## src/hw/rtl/multi_pipe_byte_fifo_macros.svh

```systemverilog
// assertion macros for the byte pipe bank
`ifndef MULTI_PIPE_BYTE_FIFO_MACROS_SVH
`define MULTI_PIPE_BYTE_FIFO_MACROS_SVH

// same-cycle implication
`define MPBF_ASSERT_NOW(label, clk, rstn, ante, cons, msg) \
    label: assert property (@(posedge clk) disable iff (!rstn) (ante) |-> (cons)) \
        else $error(msg);

// next-cycle implication
`define MPBF_ASSERT_NEXT(label, clk, rstn, ante, cons, msg) \
    label: assert property (@(posedge clk) disable iff (!rstn) (ante) |=> (cons)) \
        else $error(msg);

`endif

```

## src/hw/rtl/mpbf_pkg.sv

```systemverilog
// shared types and codes for the byte pipe bank
package mpbf_pkg;

    localparam int CNT_W = 7;

    typedef enum logic [1:0] {
        KIND_INIT  = 2'd0,
        KIND_WRITE = 2'd1,
        KIND_READ  = 2'd2,
        KIND_QUERY = 2'd3
    } kind_t;

    typedef enum logic [2:0] {
        STAT_OK          = 3'd0,
        STAT_BAD_PIPE    = 3'd1,
        STAT_TOO_LONG    = 3'd2,
        STAT_WOULD_BLOCK = 3'd3,
        STAT_REFUSED     = 3'd4,
        STAT_STRAY       = 3'd5
    } status_t;

    typedef enum logic [1:0] {
        SEQ_IDLE,
        SEQ_EXEC,
        SEQ_READ
    } seq_state_t;

    typedef struct packed {
        kind_t      kind;
        logic [7:0] pipe;
        logic [7:0] length;
        logic       first;
        logic [7:0] data;
    } in_item_t;

    typedef struct packed {
        status_t          status;
        logic [7:0]       data_res;
        logic             last;
        logic [CNT_W-1:0] fill_count;
        logic [CNT_W-1:0] capacity;
    } out_item_t;

endpackage

```

## src/hw/rtl/mpbf_ram.sv

```systemverilog
// single-port byte buffer memory with registered read data
module mpbf_ram #(
    parameter int DEPTH = 256,
    parameter int AW    = 8
) (
    input  logic          aclk,
    input  logic          we,
    input  logic          re,
    input  logic [AW-1:0] addr,
    input  logic [7:0]    wdata,
    output logic [7:0]    rdata
);

    logic [7:0] mem [DEPTH];
    logic [7:0] rdata_reg;

    always_ff @(posedge aclk) begin
        if (we) begin
            mem[addr] <= wdata;
        end
        if (re) begin
            rdata_reg <= mem[addr];
        end
    end

    assign rdata = rdata_reg;

endmodule

```

## src/hw/rtl/mpbf_ctrl.sv

```systemverilog
// request sequencer with per-pipe pointers, counts and write session
module mpbf_ctrl import mpbf_pkg::*; #(
    parameter int PIPE_COUNT = 4,
    parameter int PIPE_BYTES = 64,
    parameter int AW         = 8
) (
    input  logic          aclk,
    input  logic          aresetn,
    input  logic          s_valid,
    input  in_item_t      s_item,
    output logic          s_ready,
    input  logic          out_free,
    output logic          res_load,
    output out_item_t     res,
    output logic          ram_we,
    output logic          ram_re,
    output logic [AW-1:0] ram_addr,
    output logic [7:0]    ram_wdata,
    input  logic [7:0]    ram_rdata
);

    localparam int PIW = (PIPE_COUNT > 1) ? $clog2(PIPE_COUNT) : 1;
    localparam int PTW = (PIPE_BYTES > 1) ? $clog2(PIPE_BYTES) : 1;

    seq_state_t state_reg, state_next;
    in_item_t   req_reg;

    logic [CNT_W-1:0] held_reg [PIPE_COUNT];
    logic [CNT_W-1:0] cap_reg  [PIPE_COUNT];
    logic [PTW-1:0]   wptr_reg [PIPE_COUNT];
    logic [PTW-1:0]   rptr_reg [PIPE_COUNT];
    logic [PIPE_COUNT-1:0] eng_reg;

    logic             sess_open_reg, sess_open_next;
    logic [PIW-1:0]   sess_pipe_reg, sess_pipe_next;
    logic [CNT_W-1:0] sess_left_reg, sess_left_next;
    logic [CNT_W-1:0] left_reg, left_next;

    logic             in_range, pok, upd, commit, rd_start, we, eng_n;
    logic [PIW-1:0]   sel;
    logic [CNT_W-1:0] cur_held, cur_cap, held_n, cap_n, free_cnt, sl;
    logic [PTW-1:0]   cur_wptr, cur_rptr, wptr_n, rptr_n, acc_ptr;
    status_t          st;

    function automatic logic [PTW-1:0] next_ptr(input logic [PTW-1:0] ptr,
                                                 input logic [CNT_W-1:0] cap);
        logic [CNT_W-1:0] n;
        n = CNT_W'(ptr) + CNT_W'(1);
        if (n >= cap) begin
            n = '0;
        end
        return n[PTW-1:0];
    endfunction

    assign in_range = req_reg.pipe < 8'(PIPE_COUNT);
    assign sel      = in_range ? req_reg.pipe[PIW-1:0] : '0;
    assign pok      = in_range && eng_reg[sel];
    assign cur_held = held_reg[sel];
    assign cur_cap  = cap_reg[sel];
    assign cur_wptr = wptr_reg[sel];
    assign cur_rptr = rptr_reg[sel];
    assign free_cnt = cur_cap - cur_held;
    assign sl       = (sess_left_reg != '0) ? sess_left_reg - CNT_W'(1) : sess_left_reg;

    assign s_ready   = (state_reg == SEQ_IDLE);
    assign ram_we    = we && commit;
    assign ram_addr  = AW'(sel) * AW'(PIPE_BYTES) + AW'(acc_ptr);
    assign ram_wdata = req_reg.data;

    // next state
    always_comb begin
        state_next = state_reg;
        unique case (state_reg)
            SEQ_IDLE: begin
                if (s_valid) begin
                    state_next = SEQ_EXEC;
                end
            end
            SEQ_EXEC: begin
                if (rd_start) begin
                    state_next = SEQ_READ;
                end else if (out_free) begin
                    state_next = SEQ_IDLE;
                end
            end
            SEQ_READ: begin
                if (out_free && left_reg == CNT_W'(1)) begin
                    state_next = SEQ_IDLE;
                end
            end
            default: state_next = SEQ_IDLE;
        endcase
    end

    // datapath and outputs
    always_comb begin
        st             = STAT_OK;
        upd            = 1'b0;
        we             = 1'b0;
        ram_re         = 1'b0;
        rd_start       = 1'b0;
        res_load       = 1'b0;
        commit         = 1'b0;
        acc_ptr        = cur_wptr;
        held_n         = cur_held;
        cap_n          = cur_cap;
        wptr_n         = cur_wptr;
        rptr_n         = cur_rptr;
        eng_n          = pok;
        sess_open_next = sess_open_reg;
        sess_pipe_next = sess_pipe_reg;
        sess_left_next = sess_left_reg;
        left_next      = left_reg;
        res            = '0;
        unique case (state_reg)
            SEQ_IDLE: begin
            end
            SEQ_EXEC: begin
                unique case (req_reg.kind)
                    KIND_INIT: begin
                        if (!in_range) begin
                            st = STAT_BAD_PIPE;
                        end else if (req_reg.length == '0 ||
                                     req_reg.length > 8'(PIPE_BYTES) || eng_reg[sel]) begin
                            st = STAT_REFUSED;
                        end else begin
                            upd    = 1'b1;
                            held_n = '0;
                            wptr_n = '0;
                            rptr_n = '0;
                            cap_n  = req_reg.length[CNT_W-1:0];
                            eng_n  = 1'b1;
                        end
                    end
                    KIND_WRITE: begin
                        if (req_reg.first) begin
                            sess_open_next = 1'b0;
                            if (!pok) begin
                                st = STAT_BAD_PIPE;
                            end else if (req_reg.length > 8'(cur_cap)) begin
                                st = STAT_TOO_LONG;
                            end else if (8'(free_cnt) < req_reg.length) begin
                                st = STAT_WOULD_BLOCK;
                            end else if (req_reg.length != '0) begin
                                if (cur_held >= cur_cap) begin
                                    st = STAT_WOULD_BLOCK;
                                end else begin
                                    we     = 1'b1;
                                    upd    = 1'b1;
                                    wptr_n = next_ptr(cur_wptr, cur_cap);
                                    held_n = cur_held + CNT_W'(1);
                                    if (req_reg.length > 8'd1) begin
                                        sess_open_next = 1'b1;
                                        sess_pipe_next = sel;
                                        sess_left_next = req_reg.length[CNT_W-1:0]
                                                         - CNT_W'(1);
                                    end
                                end
                            end
                        end else if (!sess_open_reg || req_reg.pipe != 8'(sess_pipe_reg)
                                     || !pok) begin
                            st = STAT_STRAY;
                        end else begin
                            if (cur_held >= cur_cap) begin
                                st = STAT_WOULD_BLOCK;
                            end else begin
                                we     = 1'b1;
                                upd    = 1'b1;
                                wptr_n = next_ptr(cur_wptr, cur_cap);
                                held_n = cur_held + CNT_W'(1);
                            end
                            sess_left_next = sl;
                            if (sl == '0 || cur_held >= cur_cap) begin
                                sess_open_next = 1'b0;
                            end
                        end
                    end
                    KIND_READ: begin
                        if (!pok) begin
                            st = STAT_BAD_PIPE;
                        end else if (req_reg.length > 8'(cur_cap)) begin
                            st = STAT_TOO_LONG;
                        end else if (8'(cur_held) < req_reg.length) begin
                            st = STAT_WOULD_BLOCK;
                        end else if (req_reg.length != '0) begin
                            rd_start  = 1'b1;
                            ram_re    = 1'b1;
                            upd       = 1'b1;
                            acc_ptr   = cur_rptr;
                            rptr_n    = next_ptr(cur_rptr, cur_cap);
                            held_n    = cur_held - req_reg.length[CNT_W-1:0];
                            left_next = req_reg.length[CNT_W-1:0];
                        end
                    end
                    KIND_QUERY: begin
                        if (!pok) begin
                            st = STAT_BAD_PIPE;
                        end
                    end
                    default: st = STAT_OK;
                endcase
                commit   = rd_start || out_free;
                res_load = !rd_start && out_free;
                res.status     = st;
                res.last       = 1'b1;
                res.fill_count = (in_range && eng_n) ? held_n : '0;
                res.capacity   = (in_range && eng_n) ? cap_n : '0;
            end
            SEQ_READ: begin
                commit    = out_free;
                res_load  = out_free;
                left_next = left_reg - CNT_W'(1);
                acc_ptr   = cur_rptr;
                if (left_reg != CNT_W'(1)) begin
                    ram_re = out_free;
                    upd    = 1'b1;
                    rptr_n = next_ptr(cur_rptr, cur_cap);
                end
                res.status     = STAT_OK;
                res.data_res   = ram_rdata;
                res.last       = (left_reg == CNT_W'(1));
                res.fill_count = cur_held;
                res.capacity   = cur_cap;
            end
            default: begin
            end
        endcase
    end

    always_ff @(posedge aclk) begin
        if (s_valid && s_ready) begin
            req_reg <= s_item;
        end
    end

    always_ff @(posedge aclk) begin
        if (!aresetn) begin
            state_reg     <= SEQ_IDLE;
            eng_reg       <= '0;
            sess_open_reg <= 1'b0;
            sess_pipe_reg <= '0;
            sess_left_reg <= '0;
            left_reg      <= '0;
            for (int i = 0; i < PIPE_COUNT; i++) begin
                held_reg[i] <= '0;
                cap_reg[i]  <= '0;
                wptr_reg[i] <= '0;
                rptr_reg[i] <= '0;
            end
        end else begin
            state_reg <= state_next;
            if (commit) begin
                sess_open_reg <= sess_open_next;
                sess_pipe_reg <= sess_pipe_next;
                sess_left_reg <= sess_left_next;
                left_reg      <= left_next;
                if (upd) begin
                    held_reg[sel] <= held_n;
                    cap_reg[sel]  <= cap_n;
                    wptr_reg[sel] <= wptr_n;
                    rptr_reg[sel] <= rptr_n;
                    eng_reg[sel]  <= eng_n;
                end
            end
        end
    end

endmodule

```

## src/hw/rtl/multi_pipe_byte_fifo.sv

```systemverilog
// byte pipe bank: one request at a time, one result register on the output
// each request is held in the request register before its result is registered on the output;
// a read's bytes come first through the registered read port of the buffer memory. a read of
// n bytes that is accepted gives n results, one a cycle when the output is not stalled; other
// requests, and reads that fail or ask for zero bytes, give one result
// reset (synchronous, active low) clears all pipes, pointers and the session
module multi_pipe_byte_fifo import mpbf_pkg::*; #(
    parameter int PIPE_COUNT = 4,
    parameter int PIPE_BYTES = 64
) (
    input  logic      aclk,
    input  logic      aresetn,
    input  logic      s_valid,
    output logic      s_ready,
    input  in_item_t  s_item,
    output logic      m_valid,
    input  logic      m_ready,
    output out_item_t m_item
);

`include "multi_pipe_byte_fifo_macros.svh"

    localparam int DEPTH = PIPE_COUNT * PIPE_BYTES;
    localparam int AW    = (DEPTH > 1) ? $clog2(DEPTH) : 1;

    logic          m_valid_reg;
    out_item_t     m_item_reg;
    logic          out_free, res_load, ram_we, ram_re;
    out_item_t     res;
    logic [AW-1:0] ram_addr;
    logic [7:0]    ram_wdata, ram_rdata;

    assign out_free = !m_valid_reg || m_ready;

    mpbf_ctrl #(
        .PIPE_COUNT (PIPE_COUNT),
        .PIPE_BYTES (PIPE_BYTES),
        .AW         (AW)
    ) u_ctrl (
        .aclk      (aclk),
        .aresetn   (aresetn),
        .s_valid   (s_valid),
        .s_item    (s_item),
        .s_ready   (s_ready),
        .out_free  (out_free),
        .res_load  (res_load),
        .res       (res),
        .ram_we    (ram_we),
        .ram_re    (ram_re),
        .ram_addr  (ram_addr),
        .ram_wdata (ram_wdata),
        .ram_rdata (ram_rdata)
    );

    mpbf_ram #(
        .DEPTH (DEPTH),
        .AW    (AW)
    ) u_ram (
        .aclk  (aclk),
        .we    (ram_we),
        .re    (ram_re),
        .addr  (ram_addr),
        .wdata (ram_wdata),
        .rdata (ram_rdata)
    );

    always_ff @(posedge aclk) begin
        if (res_load) begin
            m_item_reg <= res;
        end
    end

    always_ff @(posedge aclk) begin
        if (!aresetn) begin
            m_valid_reg <= 1'b0;
        end else if (res_load) begin
            m_valid_reg <= 1'b1;
        end else if (m_ready) begin
            m_valid_reg <= 1'b0;
        end
    end

    assign m_valid = m_valid_reg;
    assign m_item  = m_item_reg;

    `MPBF_ASSERT_NOW(a_load_free, aclk, aresetn, res_load, out_free, "result overwritten")
    `MPBF_ASSERT_NEXT(a_busy_after_req, aclk, aresetn, s_valid && s_ready, !s_ready, "request overlap")
    `MPBF_ASSERT_NOW(a_mid_read_ok, aclk, aresetn, m_valid && !m_item.last, m_item.status == STAT_OK, "bad mid result")
    `MPBF_ASSERT_NOW(a_ram_excl, aclk, aresetn, ram_we, !ram_re, "port clash")

endmodule
```

## config.mk

```make
export PLATFORM = sky130hd
export DESIGN_NAME = multi_pipe_byte_fifo
export DESIGN_NICKNAME = d
export VERILOG_FILES = /design/src/hw/rtl/mpbf_pkg.sv /design/src/hw/rtl/mpbf_ram.sv /design/src/hw/rtl/mpbf_ctrl.sv /design/src/hw/rtl/multi_pipe_byte_fifo.sv
export VERILOG_INCLUDE_DIRS = /design/src /design/src/hw/rtl
export SDC_FILE = /design/constraint.sdc
export NUM_CORES = 2
export LEC_CHECK = 0
export BUFFER_PORTS_ARGS = -buffer_cell sky130_fd_sc_hd__buf_2
export CAP_MARGIN = 10
export CELL_PAD_IN_SITES_DETAIL_PLACEMENT = 0
export CELL_PAD_IN_SITES_GLOBAL_PLACEMENT = 1
export CORE_UTILIZATION = 58
export CTS_CLUSTER_DIAMETER = 50
export DETAILED_ROUTE_END_ITERATION = 16
export PLACE_DENSITY_LB_ADDON = 0.1
export SLEW_MARGIN = 30
export SYNTH_ARGS = -nofsm -noshare
export SYNTH_HDL_FRONTEND = slang
export SYNTH_SLANG_ARGS = --single-unit
```

## constraint.sdc

```tcl
create_clock -name aclk -period 23.5 [get_ports aclk]
set_clock_uncertainty 0.15 [all_clocks]
set_input_delay 3.525 -clock aclk [delete_from_list [all_inputs] [get_ports aclk]]
set_output_delay 3.525 -clock aclk [all_outputs]
set_load 0.02 [all_outputs]
```

==> out/metrics.csv <==
metric,value,unit
status,completed,
synth_common_cells,"edfxtp_1, a22oi_1, nor2_1, a21oi_1, nand2_1",
finalMaxSlewViolations,0,
drt_iter0_markers,9697,
largest_reg_flops,2048,
highest-signal-layer,met5,
numCtsBuffers,224,
register_area,0.06693,mm^2
crit_type,register to register,
rsz0062_at_grt,false,
synth_top_area_frac,0.7451,
wl_met2,125300,um
vias,57488,
yosysSeqAreaShare,0.7504,
p_per_area,86.39,mW/mm^2
maxCapViolations,0,
endpoint_kind,register,
pin_count,59,
min_period,10.50,ns
r2r-start,u_ctrl.req_reg[20],
drive_gt1_frac,0.1012,
cpMaxStageDelayCell,nor3_2,
ys.flop_type,edfxtp_1,
grt_pass1_vias,54422,
ir_drop,0.08809,mV
grt_use_total,0.3485,
start_util,0.5858,
syn_area_per_cell,15.10,um^2
swShare,0.2350,
internal_power,6537,uW
post_cts_buffers,0,
ys_top_cells_by_area,"edfxtp_1, a22oi_1, a21oi_1",
hold_buffers,0,
synth_edf_count,2213,
p_leak,0.03103,uW
worstMarginPinSlew,1.145,ns
min-delay-start,u_ctrl.eng_reg[1],
clockBufferDepth,3,
p_seq_frac,0.516,
multi_input_area,0.02053,mm^2
arrival,11.03,ns
std_cell_rows,143,
fmax,95.21,MHz
synth_most_common_cell,edfxtp_1,
crit_chain,or4_1 > nor3_2 > buf_4 > o22ai_1 > ha_1 > and3_1 > a2111oi_0 > o21ai_0 > or4_4 > a221oi_4 > buf_4 > or2_4 > buf_12 > buf_4 > buf_4 > buf_4 > a222oi_1 > a21oi_1 > nor4_1 > o21ai_0 > nor4bb_1 > o211ai_1,
clk_latency,0.84,ns
crit_fanout,125,
io_buffers,58,
drt_first_pass_iters,8,
setup_viol,0,
cp_common_cell,buf_4,
synth_nets,5985,
relSlewSlack,0.2366,
die_area,0.1554,mm^2
power_frac_comb,0.077,
antenna_found_initial,12,
whs,0.3559,ns
wl,273900,um
synth-warning-count,0,
cts_tree,done,
period_share,0.4469,
grt_max_degree,204,
path_clk_slew,0.06,ns
worst_path_largest_cell_delay,0.82,ns
setup_tns,0,ns
grt_overflow,0,
ys_ff_latch,2237,
layout.nets,5967,
hpwl,158600,um
ys_types,93,
syn_area,0.08919,mm^2
cts_root_buf,clkbuf_16,
clockPowerShare,0.406,
yosysTopAreaCell,edfxtp_1,
async_flop_share,0,
synth_cells,5906,
cts-htree-levels,4,
hold_class,register to register,
fill_cells,10694,
die_height,394.2,um
hold_viol,0,
cts_resized,0,
ant_nets,0,
via_per_inst,7.085,
wl_met3,32130,um
required,24.03,ns
grt_pass1_wl,393400,um
drc_errors,0,
critPathLaunch,u_ctrl.req_reg[20],
setup.worst_path.start_class,register,
p_sw,2008,uW
area_growth,10.91,%
cts.sinks,2237,
fp.dieW,394.2,um
core_area,0.1523,mm^2
wl_per_cell,33.76,um
m1WireLength,104300,um
gp_congestion,0.9394,
==> through the flow <==
| step | cells | power [uW] | instance area, um^2 | setup WS [ns] | util |
|---|---|---|---|---|---|
| 2_1_floorplan | 5906 | 4886 | 89190 | 15.84 | - |
| 4_1_cts | 8105 | 8542 | 98760 | 13.29 | 0.6486 |
| 6_report | 8114 | 8546 | 98920 | 13.00 | 0.6497 |
| 5_1_grt | 8109 | 8735 | 98910 | 12.75 | 0.6496 |
| 3_5_place_dp | 7688 | 5138 | 91670 | 13.32 | 0.6020 |
| 3_3_place_gp | 7685 | 5129 | 91500 | 13.29 | 0.6009 |
==> path summary, 6_finish.rpt <==
path                             to  cells after the start  slack (ns)
hold reg to reg   u_ctrl.eng_reg[1]                      2        0.36
hold / removal    u_ctrl.eng_reg[1]                      2        0.36
setup / recovery     u_ram.rdata[1]                     22       13.00
setup reg to reg     u_ram.rdata[1]                     22       13.00
==> worst max-delay path, delay by kind of cell, from the launching register on <==
kind                     cells  cell delay (ns)
adder cells (fa/ha/maj)      1             0.35
AND/OR/NAND/NOR              7             3.26
flip-flops                   1             0.42
buffers and inverters        6             2.96
AO/OA/AOI/OAI                8             2.83
==> per-layer routing <==
metal / up-vias / global-route usage
met5: - / 0
met4: 10 / 0.1404
met3: 598 / 0.07569
met2: 4003 / 0.5288
met1: 28937 / 0.4941
li1: 23940 / -
==> cell families after synthesis <==
logic type / count (synthesis) / share of synthesized area
AOI/OAI and AO/OA: 1914 / 0.1539
xor gates and xnor gates: 29 / 0.002848
adders and majority gates: 48 / 0.006818
buffers and inverters: 507 / 0.02364
DFF: 2237 / 0.7504
muxes: 37 / 0.004419
and+or+nand+nor: 1134 / 0.05792
==> power groups by stage <==
stage / clock [uW] / sequential (uW) / combinational (uW)
2_1_floorplan: 0 / 4540 / 350
3_3_place_gp: 0 / 4500 / 632
3_5_place_dp: 0 / 4500 / 641
4_1_cts: 3490 / 4410 / 643
5_1_grt: 3630 / 4410 / 689
6_report: 3470 / 4410 / 660
==> cell usage in the layout (no fill, tap or decap), types with 25 or more instances in the layout <==
master / instances
inv_1: 64
edfxtp_1: 2213
and2_1: 25
ha_1: 47
a31oi_1: 40
clkinv_1: 49
nor3_1: 28
a22oi_1: 516
nor2_1: 469
clkbuf_16: 226
buf_4: 117
o22ai_1: 68
o31a_1: 30
a22o_1: 125
a21oi_1: 477
o21ai_0: 141
a222oi_1: 139
buf_2: 59
a221oi_1: 107
clkbuf_1: 54
clkinv_2: 41
nand3_1: 60
a221o_1: 71
nand2_1: 286
nor4_1: 66
==> area by class of cell <==
| cell class | count | share of cell area |
|---|---|---|
| antenna | 5 | 0.0001265 |
| clock buffer | 280 | 0.05922 |
| clock inverter | 137 | 0.01245 |
| inverter | 67 | 0.002542 |
| multi-input combinational | 3162 | 0.2076 |
| sequential | 2237 | 0.6766 |
| tap | 2030 | 0.02568 |
| timing repair buffer | 196 | 0.01581 |
No activity file was read; power rests on OpenSTA's default activity.
